File: config.mk
export PLATFORM = sky130hd
export DESIGN_NAME = salc_ctrl
export DESIGN_NICKNAME = d
export VERILOG_FILES = /design/src/hdl/salc_pkg.sv /design/src/hdl/salc_ctrl.sv
export SDC_FILE = /design/constraint.sdc
export NUM_CORES = 1
export LEC_CHECK = 0
export BUFFER_PORTS_ARGS = -buffer_cell sky130_fd_sc_hd__buf_4
export CAP_MARGIN = 20
export CORE_AREA = 2 2 39 41
export CTS_CLUSTER_DIAMETER = 30
export CTS_CLUSTER_SIZE = 20
export DETAILED_ROUTE_END_ITERATION = 12
export DIE_AREA = 0 0 41 43
export PLACE_DENSITY_LB_ADDON = 0.05
export RECOVER_POWER = 100
export SLEW_MARGIN = 20
export SYNTH_ARGS = -nofsm -noshare
export SYNTH_HDL_FRONTEND = slang
export SYNTH_SLANG_ARGS = --single-unit
File: constraint.sdc
create_clock -name clk_i -period 1.35 [get_ports clk_i]
set_input_delay 0.135 -clock clk_i [delete_from_list [all_inputs] [get_ports clk_i]]
set_output_delay 0.135 -clock clk_i [all_outputs]
set_load 0.05 [all_outputs]
File: src/hdl/salc_pkg.sv
// ---------------------------------------------------------------------------
// salc_pkg
// shared types and constants of the lru cache lookup core
// ---------------------------------------------------------------------------
package salc_pkg;

  // payload widths
  localparam int CMD_W      = 2;
  localparam int ADDR_IN_W  = 64;
  localparam int CFG_IDX_W  = 2;
  localparam int CFG_DATA_W = 8;
  localparam int CNT_W      = 32;
  localparam int STAMP_W    = 64;
  localparam int SETU_W     = 6;
  localparam int WAYU_W     = 3;
  localparam int OUT_RAW_W  = 2 + WAYU_W + SETU_W + 3 * CNT_W;
  localparam int OUT_DATA_W = ((OUT_RAW_W + 7) / 8) * 8;
  localparam int OUT_PAD_W  = OUT_DATA_W - OUT_RAW_W;

  // command codes
  localparam logic [CMD_W-1:0] CMD_MODIFY = 2'd2;

  // configuration register indexes
  localparam logic [CFG_IDX_W-1:0] REG_SET_BITS   = 2'd0;
  localparam logic [CFG_IDX_W-1:0] REG_BLOCK_BITS = 2'd1;
  localparam logic [CFG_IDX_W-1:0] REG_WAYS_USED  = 2'd2;

  typedef enum logic [1:0] {
    ST_IDLE,
    ST_LOOKUP,
    ST_VICTIM,
    ST_READ
  } salc_state_e;

  // controller to datapath
  typedef struct packed {
    logic capture;        // latch command and address
    logic rd_en;          // read one set row
    logic rd_from_input;  // row address from the incoming address
    logic victim_init;    // start the lru scan
    logic victim_step;    // compare one more way
    logic commit;         // write the row back and load the result
    logic commit_victim;  // commit replaces the lru way
    logic is_last;        // result closes the input transaction
  } salc_cmd_t;

  // datapath to controller
  typedef struct packed {
    logic hit;
    logic empty_found;
    logic victim_done;
    logic out_free;
    logic is_modify;
  } salc_sts_t;

endpackage

File: src/hdl/salc_ctrl.sv
// ---------------------------------------------------------------------------
// salc_ctrl
// sequencer: accept, set row read, lookup, lru scan, commit
// ---------------------------------------------------------------------------
module salc_ctrl (
  input  logic                clk_i,
  input  logic                rst_ni,
  input  logic                in_valid_i,
  output logic                in_ready_o,
  input  salc_pkg::salc_sts_t sts_i,
  output salc_pkg::salc_cmd_t ctrl_o
);
  import salc_pkg::*;

  salc_state_e state_q, state_d;
  logic        phase_q, phase_d;   // second access of a modify
  logic        last_acc;

  always_ff @(posedge clk_i or negedge rst_ni) begin
    if (!rst_ni) begin
      state_q <= ST_IDLE;
      phase_q <= 1'b0;
    end else begin
      state_q <= state_d;
      phase_q <= phase_d;
    end
  end

  always_comb begin
    state_d    = state_q;
    phase_d    = phase_q;
    in_ready_o = 1'b0;
    ctrl_o     = '0;
    last_acc   = !(sts_i.is_modify && !phase_q);
    ctrl_o.is_last = last_acc;
    case (state_q)
      ST_IDLE: begin
        in_ready_o = 1'b1;
        if (in_valid_i) begin
          ctrl_o.capture       = 1'b1;
          ctrl_o.rd_en         = 1'b1;
          ctrl_o.rd_from_input = 1'b1;
          phase_d              = 1'b0;
          state_d              = ST_LOOKUP;
        end
      end
      ST_LOOKUP: begin
        if (sts_i.hit || sts_i.empty_found) begin
          if (sts_i.out_free) begin
            ctrl_o.commit = 1'b1;
            phase_d       = 1'b1;
            state_d       = last_acc ? ST_IDLE : ST_READ;
          end
        end else begin
          ctrl_o.victim_init = 1'b1;
          state_d            = ST_VICTIM;
        end
      end
      ST_VICTIM: begin
        if (!sts_i.victim_done) begin
          ctrl_o.victim_step = 1'b1;
        end else if (sts_i.out_free) begin
          ctrl_o.commit        = 1'b1;
          ctrl_o.commit_victim = 1'b1;
          phase_d              = 1'b1;
          state_d              = last_acc ? ST_IDLE : ST_READ;
        end
      end
      ST_READ: begin
        ctrl_o.rd_en = 1'b1;
        state_d      = ST_LOOKUP;
      end
      default: begin
        state_d = ST_IDLE;
      end
    endcase
  end

endmodule

==> results of run 1 <==
## metrics by stage
stage / setup slack (ps) / area, sq um / total power [W] / std cells
after floorplan: -277.8 / 412.9 / 0.001061 / 41
after global placement: -86.66 / 598.1 / 0.001369 / 79
after detailed placement: -121.8 / 598.1 / 0.001384 / 79
after CTS: -244.9 / 744.5 / 0.001731 / 86
after global routing: -227.8 / 805.8 / 0.001944 / 87
final: -168.7 / 805.8 / 0.001846 / 87
## power groups by stage
stage / logic (W) / registers [W] / clock network, W
floorplan: 0.000890 / 0.000171 / 0
global placement: 0.00120 / 0.000173 / 0
detailed placement: 0.00121 / 0.000173 / 0
CTS: 0.00139 / 0.000181 / 0.000163
global route: 0.00159 / 0.000184 / 0.000169
finish: 0.00151 / 0.000179 / 0.000153
## cells in the final DEF (no fill, tap or decap), types with 2 or more instances in the layout
cell type,n
sky130_fd_sc_hd__nor2b_1,2
sky130_fd_sc_hd__ha_4,3
sky130_fd_sc_hd__dfrtp_1,2
sky130_fd_sc_hd__buf_8,6
sky130_fd_sc_hd__nor2b_4,2
sky130_fd_sc_hd__inv_2,2
sky130_fd_sc_hd__clkbuf_1,2
sky130_fd_sc_hd__nand2b_1,3
sky130_fd_sc_hd__nor2_4,2
sky130_fd_sc_hd__clkbuf_4,3
sky130_fd_sc_hd__buf_6,7
sky130_fd_sc_hd__buf_4,12
## timing repair
action,CTS,global route
setup buffers,2,1
resized for setup,22,15
setup endpoints to repair,10,11
endpoints found under the hold margin,3,0
hold buffers,1,0
pin swaps,1,7
## cell families (layout without fill, tap and decap cells)
logic type,Yosys count,after routing
adder cells (fa/ha/maj),4,4
buffers and inverters,5,35
AND/OR/NAND/NOR,20,20
AO/OA/AOI/OAI,9,9
flip-flops,3,3
## registers in the layout, indices dropped and copies added, names as in the netlist
register / flops
state_q: 2
phase_q: 1
## layer usage
metal | vias to the layer above | part of all wire [%]
met1 | 200 | 37
met3 | 0 | 4.4
met2 | 8 | 58
met5 | - | 0
met4 | 0 | 0
li1 | 206 | -
## cells in the mapped netlist, types with 2 or more instances
| cell type | instances |
|---|---|
| sky130_fd_sc_hd__a21oi_1 | 2 |
| sky130_fd_sc_hd__buf_4 | 2 |
| sky130_fd_sc_hd__dfrtp_1 | 3 |
| sky130_fd_sc_hd__ha_1 | 4 |
| sky130_fd_sc_hd__inv_1 | 2 |
| sky130_fd_sc_hd__nand2b_1 | 3 |
| sky130_fd_sc_hd__nor2_1 | 3 |
| sky130_fd_sc_hd__nor2b_1 | 4 |
| sky130_fd_sc_hd__o21ai_0 | 2 |
## cell type report
cell class              count  share of cell area, %
clock buffers               4                  3.261
inverters                   3                  2.329
multi-input cells          33                  47.98
flip-flops and latches      3                  9.472
well taps                  16                  2.484
repair buffers             28                  34.47
## worst max-delay path by stage
stage / startpoint / endpoint / slack, ps
6_report: state_q[0]$_DFFE_PN0P_ / ctrl_o[6] / -170
3_3_place_gp: state_q[0]$_DFFE_PN0P_ / phase_q$_DFFE_PN0P_ / -90
2_1_floorplan: state_q[1]$_DFFE_PN0P_ / state_q[1]$_DFFE_PN0P_ / -280
3_5_place_dp: state_q[0]$_DFFE_PN0P_ / ctrl_o[2] / -120
5_1_grt: state_q[0]$_DFFE_PN0P_ / ctrl_o[6] / -230
4_1_cts: state_q[0]$_DFFE_PN0P_ / ctrl_o[2] / -240
==> results.md, run 1 <==
Yosys:
- The mux contribution to synthesized area is 0%.
- The top cell type by area accounts for 20.07% of the synthesized area.
- The gate count of the mapped netlist is 41.
- sky130_fd_sc_hd__dfrtp_1 takes more of the synthesized area than any other cell.
- The number of flops mapped to enable cells by yosys is 0.
- The average instance in the mapped netlist occupies 9.125 sq um.
- The synthesized netlist devotes 18.73% of its cell area to compound gates.
- Summing the areas of all fa, ha and maj instances in the mapped netlist gives 13.38% of the synthesized area.
- Yosys mapped the design onto 25 distinct sky130hd cell types.
- The post-synthesis register bit count is 3.
- Summing the areas of all xor and xnor instances in the mapped netlist gives 0% of the synthesized area.
- For this run, the leading register cell type out of synthesis is sky130_fd_sc_hd__dfrtp_1.
- For this run, asynchronously set or reset flops after synthesis account for 100.0%.
- During synthesis, Yosys emitted a total of 0 warnings.
- Summing the sequential cell areas from Yosys gives 20.07% of the chip area.
- Sorting the synthesized cells by area gives the leading types as sky130_fd_sc_hd__dfrtp_1, sky130_fd_sc_hd__ha_1, sky130_fd_sc_hd__nor2b_1.
- Summing the areas of all and, or, nand and nor instances in the mapped netlist gives 40.13% of the synthesized area.
- The mapped netlist covers 374.1 sq um.
- The dominant combinational cell family by area after synthesis is simple AND/OR/NAND/NOR gates.
- The post-synthesis net count is 53.

Timing:
- Setup repair after global routing could not meet its margin everywhere.
- On the final layout, the worst hold slack is 238.5 ps.
- The part of the cycle the worst path needs is 112.5%.
- The number of hold-slack violations in the final timing report was 0.
- Summed over all failing endpoints, the final setup total negative slack is -884.1 ps.
- The relative slew slack is 81.58%.
- The max-slew violation count is 0.
- Once routing completed, OpenROAD measured the worst setup slack at -168.7 ps.
- At the pin with the least slew margin, the transition time is 277.5 ps.
- The clock period minus final worst setup slack is 1519 ps.
- Setup violations remaining at the end of the flow were counted as 10.
- The top achievable clock speed is 658.5 MHz.
- The clock skew after layout is 2.489 ps.

GRT:
- The initial antenna violation count came to 0.
- The met3 track demand over resource is 1.571%.
- The via count of the first global-routing pass is 373.
- The maximum number of pins on one net before global-route repair is 7.
- The busiest metal layer after global routing is met2.
- The global routing usage summed across all routing layers is 12.71%.
- The global routing met1 resource utilization is 13.73%.
- The wire length of the first global-routing pass is 1.531 mm.
- For this run the aggregate overflow at the end of global routing stands at 0.
- In the global route stage, met2 resource usage came out at 22.50%.

Final layout:
- The final layout contains 84 nets.
- For this run, the share of the core covered by cells in the final layout is 58.23%.
- Registers take 76.32 sq um.
- The fill cell instance count of the final layout is 123.
- The area growth from synthesis to layout is 115.4%.
- The count of antenna diodes in the layout is 0.
- The fraction of final layout cells with drive strength greater than 1 is 73.24%.
- The multi-input combinational cells in the finished layout cover a total of 386.6 sq um.

Setup path:
- The worst setup path is launched from a flip-flop.
- In this run the number of cells on the critical path is 7.
- The endpoint identified for the worst register-to-register timing path is phase_q$_DFFE_PN0P_.
- STA classifies the critical path endpoint as a primary output.
- Together, buffers and inverters on the worst path number 3.
- Setup slack on the worst reg-to-reg path comes out at -70 ps.
- The number of cells on the worst reg-to-reg path is 6.
- The data arrival time of the critical path is 1380 ps.
- The worst register-to-register path begins at state_q[0]$_DFFE_PN0P_.
- Among cell families on the critical path, the largest total delay comes from flip-flops.
- The cell type with the highest occurrence count on the critical path is sky130_fd_sc_hd__nor2_4.
- The data required time at the worst endpoint is 1220 ps.
- In this run the worst path has a maximum fanout of 4.
- The cell with the biggest individual delay on the critical path is sky130_fd_sc_hd__dfrtp_1.
- The largest single stage delay on the critical path is 390 ps.
- The signal on the critical path passes through inv_2, buf_6, ha_4, and2_4, nor2_4, nor2_4, buf_8.
- The classification of the worst setup path is flip-flop to primary output.

CTS:
- The clock-pin slew of the registers on the worst-case setup and hold paths is 40 ps.
- TritonCTS built the clock tree.
- The insertion delay to the later sink of the worst-skew pair is 230 ps.
- Counting along the longest clock path gives a buffer depth of 2.
- The TritonCTS sink count is 3.
- The deepest level of the CTS H-tree is 1.
- The root buffer cell chosen for the clock tree is sky130_fd_sc_hd__clkbuf_4.
- TritonCTS created 3 clock buffers.

Die:
- In this run the horizontal extent of the chip is 41 um.
- The initial utilization of the core area, before any placement, comes to 27.03%.
- During I/O placement, the number of pins put on the boundary was 17.
- The floorplan step defined a core boundary enclosing 1384 sq um.
- In this run the core area contains 14 standard-cell rows.
- The die covers 1763 sq um.
- Measured along the y axis, the die boundary spans 43 um.

Route:
- The first-pass iteration count of the detailed router is 2.
- For this run, design rule violations remaining after detail routing come to 0.
- The sum of routed wire length over all layers is 1.049 mm.
- In the final routed layout, each cell accounts on average for 12.06 um.
- Summing over every cut layer, the via total after detailed routing is 414.
- The iteration-0 DRC count of the detailed router is 4.
- The average vias per placed instance is 4.759.
- The count of nets left with antenna violations once routing finished came out at 0.

Power:
- The cell-internal power is 0.0009948 W.
- The fraction of power consumed by the clock network is 8.3%.
- For this design the ratio of total power to cell area is 2291 nW/um^2.
- The maximum resistive drop on vdd is 1.586 mV.
- The net switching power is 0.0008511 W.
- The power share of the sequential group is 9.7%.
- The proportion of power drawn by combinational gates is 82.0%.
- For this design the static power due to leakage is 0.3454 nW.
- Net switching is 46.11% of the power.

Placement:
- Routability-driven placement finished with a final weighted congestion of 0.7576.
- The wire-length estimate of the detail-placed layout is 864.3 um.
- The count of input and output buffers is 16.

Status:
- The run finished, with violations left.
- The checks that failed: negative setup slack.

Min path:
- The class of the most critical hold timing path is input pin to asynchronous set/reset pin.

Flow run:
- The max-cap violation count is 0.
No activity file was read; power rests on OpenSTA's default activity.
==> run 2, diff against run 1 <==
BUFFER_PORTS_ARGS = -buffer_cell sky130_fd_sc_hd__clkbuf_2   (was -buffer_cell sky130_fd_sc_hd__buf_4)
==> run 2 against run 1 <==
Compared with the run above: the run still ends with negative setup slack left; highest routed layer unchanged; critical endpoint is now ctrl_o[2]; die area is the same; core utilization shrank 1.2 points; routed wire length grew 4.4%; critical path depth shrank 1; clock power is essentially flat; combinational power grew 5%; sequential share of layout area is essentially flat; critical path type unchanged.
==> results.md, run 2 (synthesis results as in run 1) <==
Setup path:
- The nature of the critical path startpoint is a flip-flop.
- The classification of the worst setup path is flip-flop to primary output.
- Among cell families on the critical path, the largest total delay comes from flip-flops.
- The kind of end point of the critical path is a primary output.
- In this design, the stage delay of the slowest critical-path cell is 390 ps.
- At the worst endpoint, the required time is 1220 ps.
- The critical path goes through buf_4, ha_4, o21a_4, a21oi_4, nor2b_4, buf_8.
- The cell with the biggest individual delay on the critical path is sky130_fd_sc_hd__dfrtp_1.
- The count of buffer and inverter cells on the critical path is 2.
- Along the worst path, the maximum fanout reaches 3.
- The data arrival time of the critical path is 1390 ps.

Placement:
- The pre-CTS setup slack is -179.9 ps.
- The count of input and output buffers is 16.
- The placer's final routability congestion estimate is 0.7310.
- The wire-length estimate of the detail-placed layout is 842 um.

Die:
- The core region is 1384 sq um.
- The die width is 41 um.
- The number of rows created at floorplan is 14.
- The die covers 1763 sq um.
- The starting density of the core is 27.03%.
- The die is 43 um tall.
- During I/O placement, the number of pins put on the boundary was 17.

Timing:
- The max-slew violation count is 0.
- The worst path setup slack after routing is -179.4 ps.
- Setup violations remaining at the end of the flow were counted as 11.
- The clock period minus final worst setup slack is 1529 ps.
- The actual transition at the worst max-transition pin is 295.1 ps.
- Headroom to the max-slew limit came out at 80.24%.
- For the final routed database, the setup TNS stands at -1330 ps.
- The number of hold-slack violations in the final timing report is 0.
- Setup repair after global routing could not meet its margin everywhere.
- The clock skew after layout is 0.9256 ps.
- Based on the critical path, the design can be clocked at up to 653.8 MHz.
- The part of the cycle the worst path needs is 113.3%.

Final layout:
- Relative to the synthesized area, the layout overhead comes to 111.0%.
- After the last flow step, the layout net total stands at 87.
- In the final layout, the registers with the most flip-flops are state_q: 2 flops, phase_q: 1 flops.
- The fraction of final layout cells with drive strength greater than 1 is 71.62%.
- The number of antenna diodes in the final layout is 0.
- Leaving out fill and tap cells, the most frequent cells in the layout are sky130_fd_sc_hd__buf_4, sky130_fd_sc_hd__clkbuf_2, sky130_fd_sc_hd__buf_8.
- The largest register by flop count is state_q.
- The library cell used most frequently in the layout, excluding fill and tap cells, is sky130_fd_sc_hd__buf_4.
- The end-of-flow core utilization is 57.05%.
- The register with the most flip-flops in the layout has 2 of them.

Power:
- The cell-internal power is 0.001056 W.
- The leakage power total is 0.3546 nW.
- Of the total power, combinational logic draws 82.9%.
- The power share of the sequential group is 9.2%.
- The power per cell area is 2426 nW/um^2.
- The maximum resistive drop on vdd is 1.293 mV.
- Of the total power, the share spent switching nets is 44.87%.
- For this design the total switching power over the nets is 0.0008594 W.
- The fraction of power consumed by the clock network is 7.9%.

CTS:
- TritonCTS built the clock tree.
- In this run the deepest clock path goes through 2 buffers.
- The clock reaches the later pin of the worst-skew pair after 230 ps.
- The number of clock buffers inserted by TritonCTS is 3.
- Clock-pin slew was measured on the worst setup and hold paths at 30 ps.
- CTS built an H-tree with a depth of 1.
- The CTS root buffer is sky130_fd_sc_hd__clkbuf_4.
- The clock net in this run drives a total of 3 sinks.

GRT:
- Entering global routing, the biggest net connects 7 pins.
- The initial antenna violation count is 0.
- The via count of the first global-routing pass came to 410.
- The total overflow reported by the global router is 0.
- The first global-routing pass estimated 1.704 mm of wire.
- The global routing usage summed across all routing layers is 14.00%.

Route:
- In the routed design, unresolved DRC markers number 0.
- The sum of routed wire length over all layers is 1.095 mm.
- The mean routed wirelength per cell is 12.17 um.
- The number of nets still failing antenna checks after routing is 0.
- The first-pass iteration count of the detailed router is 4.
- The total via count after detailed routing is 420.
- The average vias per placed instance is 4.667.
- The iteration-0 DRC count of the detailed router is 2.

Status:
- The run finished, with violations left.
- The checks that failed: negative setup slack.

Min path:
- The class of the most critical hold timing path is input pin to asynchronous set/reset pin.

Flow run:
- The max-cap violation count is 0.
-- run 2: layout make-up --
class	instances	area [sq um]
Clock buffer	4	26.28
Fill cell	138	594.3
Inverter	3	16.27
Multi-Input combinational cell	33	362.8
Sequential cell	3	75.07
Tap cell	16	20.02
Timing Repair Buffer	31	289.0
-- run 2: metal layers --
layer | track usage (%) | up-vias | part of all wire (%)
met1 | 17.53 | 202 | 40
met4 | 6.000 | 0 | 0
li1 | - | 210 | -
met2 | 23.75 | 8 | 56
met5 | 0 | - | 0
met3 | 0 | 0 | 3.6
-- run 2: path summary, 6_finish.rpt --
path | start | slack [ps] | cells past startpoint | end
worst max-delay path | state_q[0]$_DFFE_PN0P_ | -180 | 6 | ctrl_o[2]
worst min-delay path | rst_ni | 240 | 2 | state_q[0]$_DFFE_PN0P_
worst max register to register | state_q[0]$_DFFE_PN0P_ | -160 | 7 | state_q[0]$_DFFE_PN0P_
worst min register to register | phase_q$_DFFE_PN0P_ | 550 | 1 | phase_q$_DFFE_PN0P_
max in group asynchronous | rst_ni | 960 | 2 | phase_q$_DFFE_PN0P_
min in group clk_i | sts_i[1] | 400 | 4 | state_q[0]$_DFFE_PN0P_
-- run 2: metrics by stage --
step / hold slack [ps] / cell area (sq um) / power (W) / cells
6_report: 238.7 / 789.5 / 0.001915 / 90
5_1_grt: 251.1 / 789.5 / 0.002029 / 90
4_1_cts: 219.4 / 767.0 / 0.001850 / 90
3_5_place_dp: -67.29 / 580.6 / 0.001368 / 80
3_3_place_gp: -67.45 / 580.6 / 0.001358 / 80
2_1_floorplan: -160.6 / 412.9 / 0.001061 / 41
-- run 2: worst register-to-register path, delay by kind of cell, from the launching register on --
family	cells	cell delay, ps
compound gates	2	280
fa+ha+maj	1	160
buf+inv	3	410
flops	1	390
simple gates	1	120
-- run 2: repair_timing --
| item | CTS | global route |
|---|---|---|
| hold buffers | 1 | 0 |
| pin swaps | 2 | 2 |
| buffers inserted | 5 | 0 |
| gates resized for setup | 22 | 12 |
| hold endpoints to repair | 3 | 0 |
| endpoints found under the setup margin | 11 | 11 |
-- run 2: power groups by stage --
stage                     clock network (W)  registers, W  logic, W
after detailed placement                  0      0.000186   0.00118
after global routing               0.000165      0.000183   0.00168
after CTS                          0.000162      0.000174   0.00151
after floorplan                           0      0.000171  0.000890
after global placement                    0      0.000185   0.00117
final                              0.000151      0.000176   0.00159
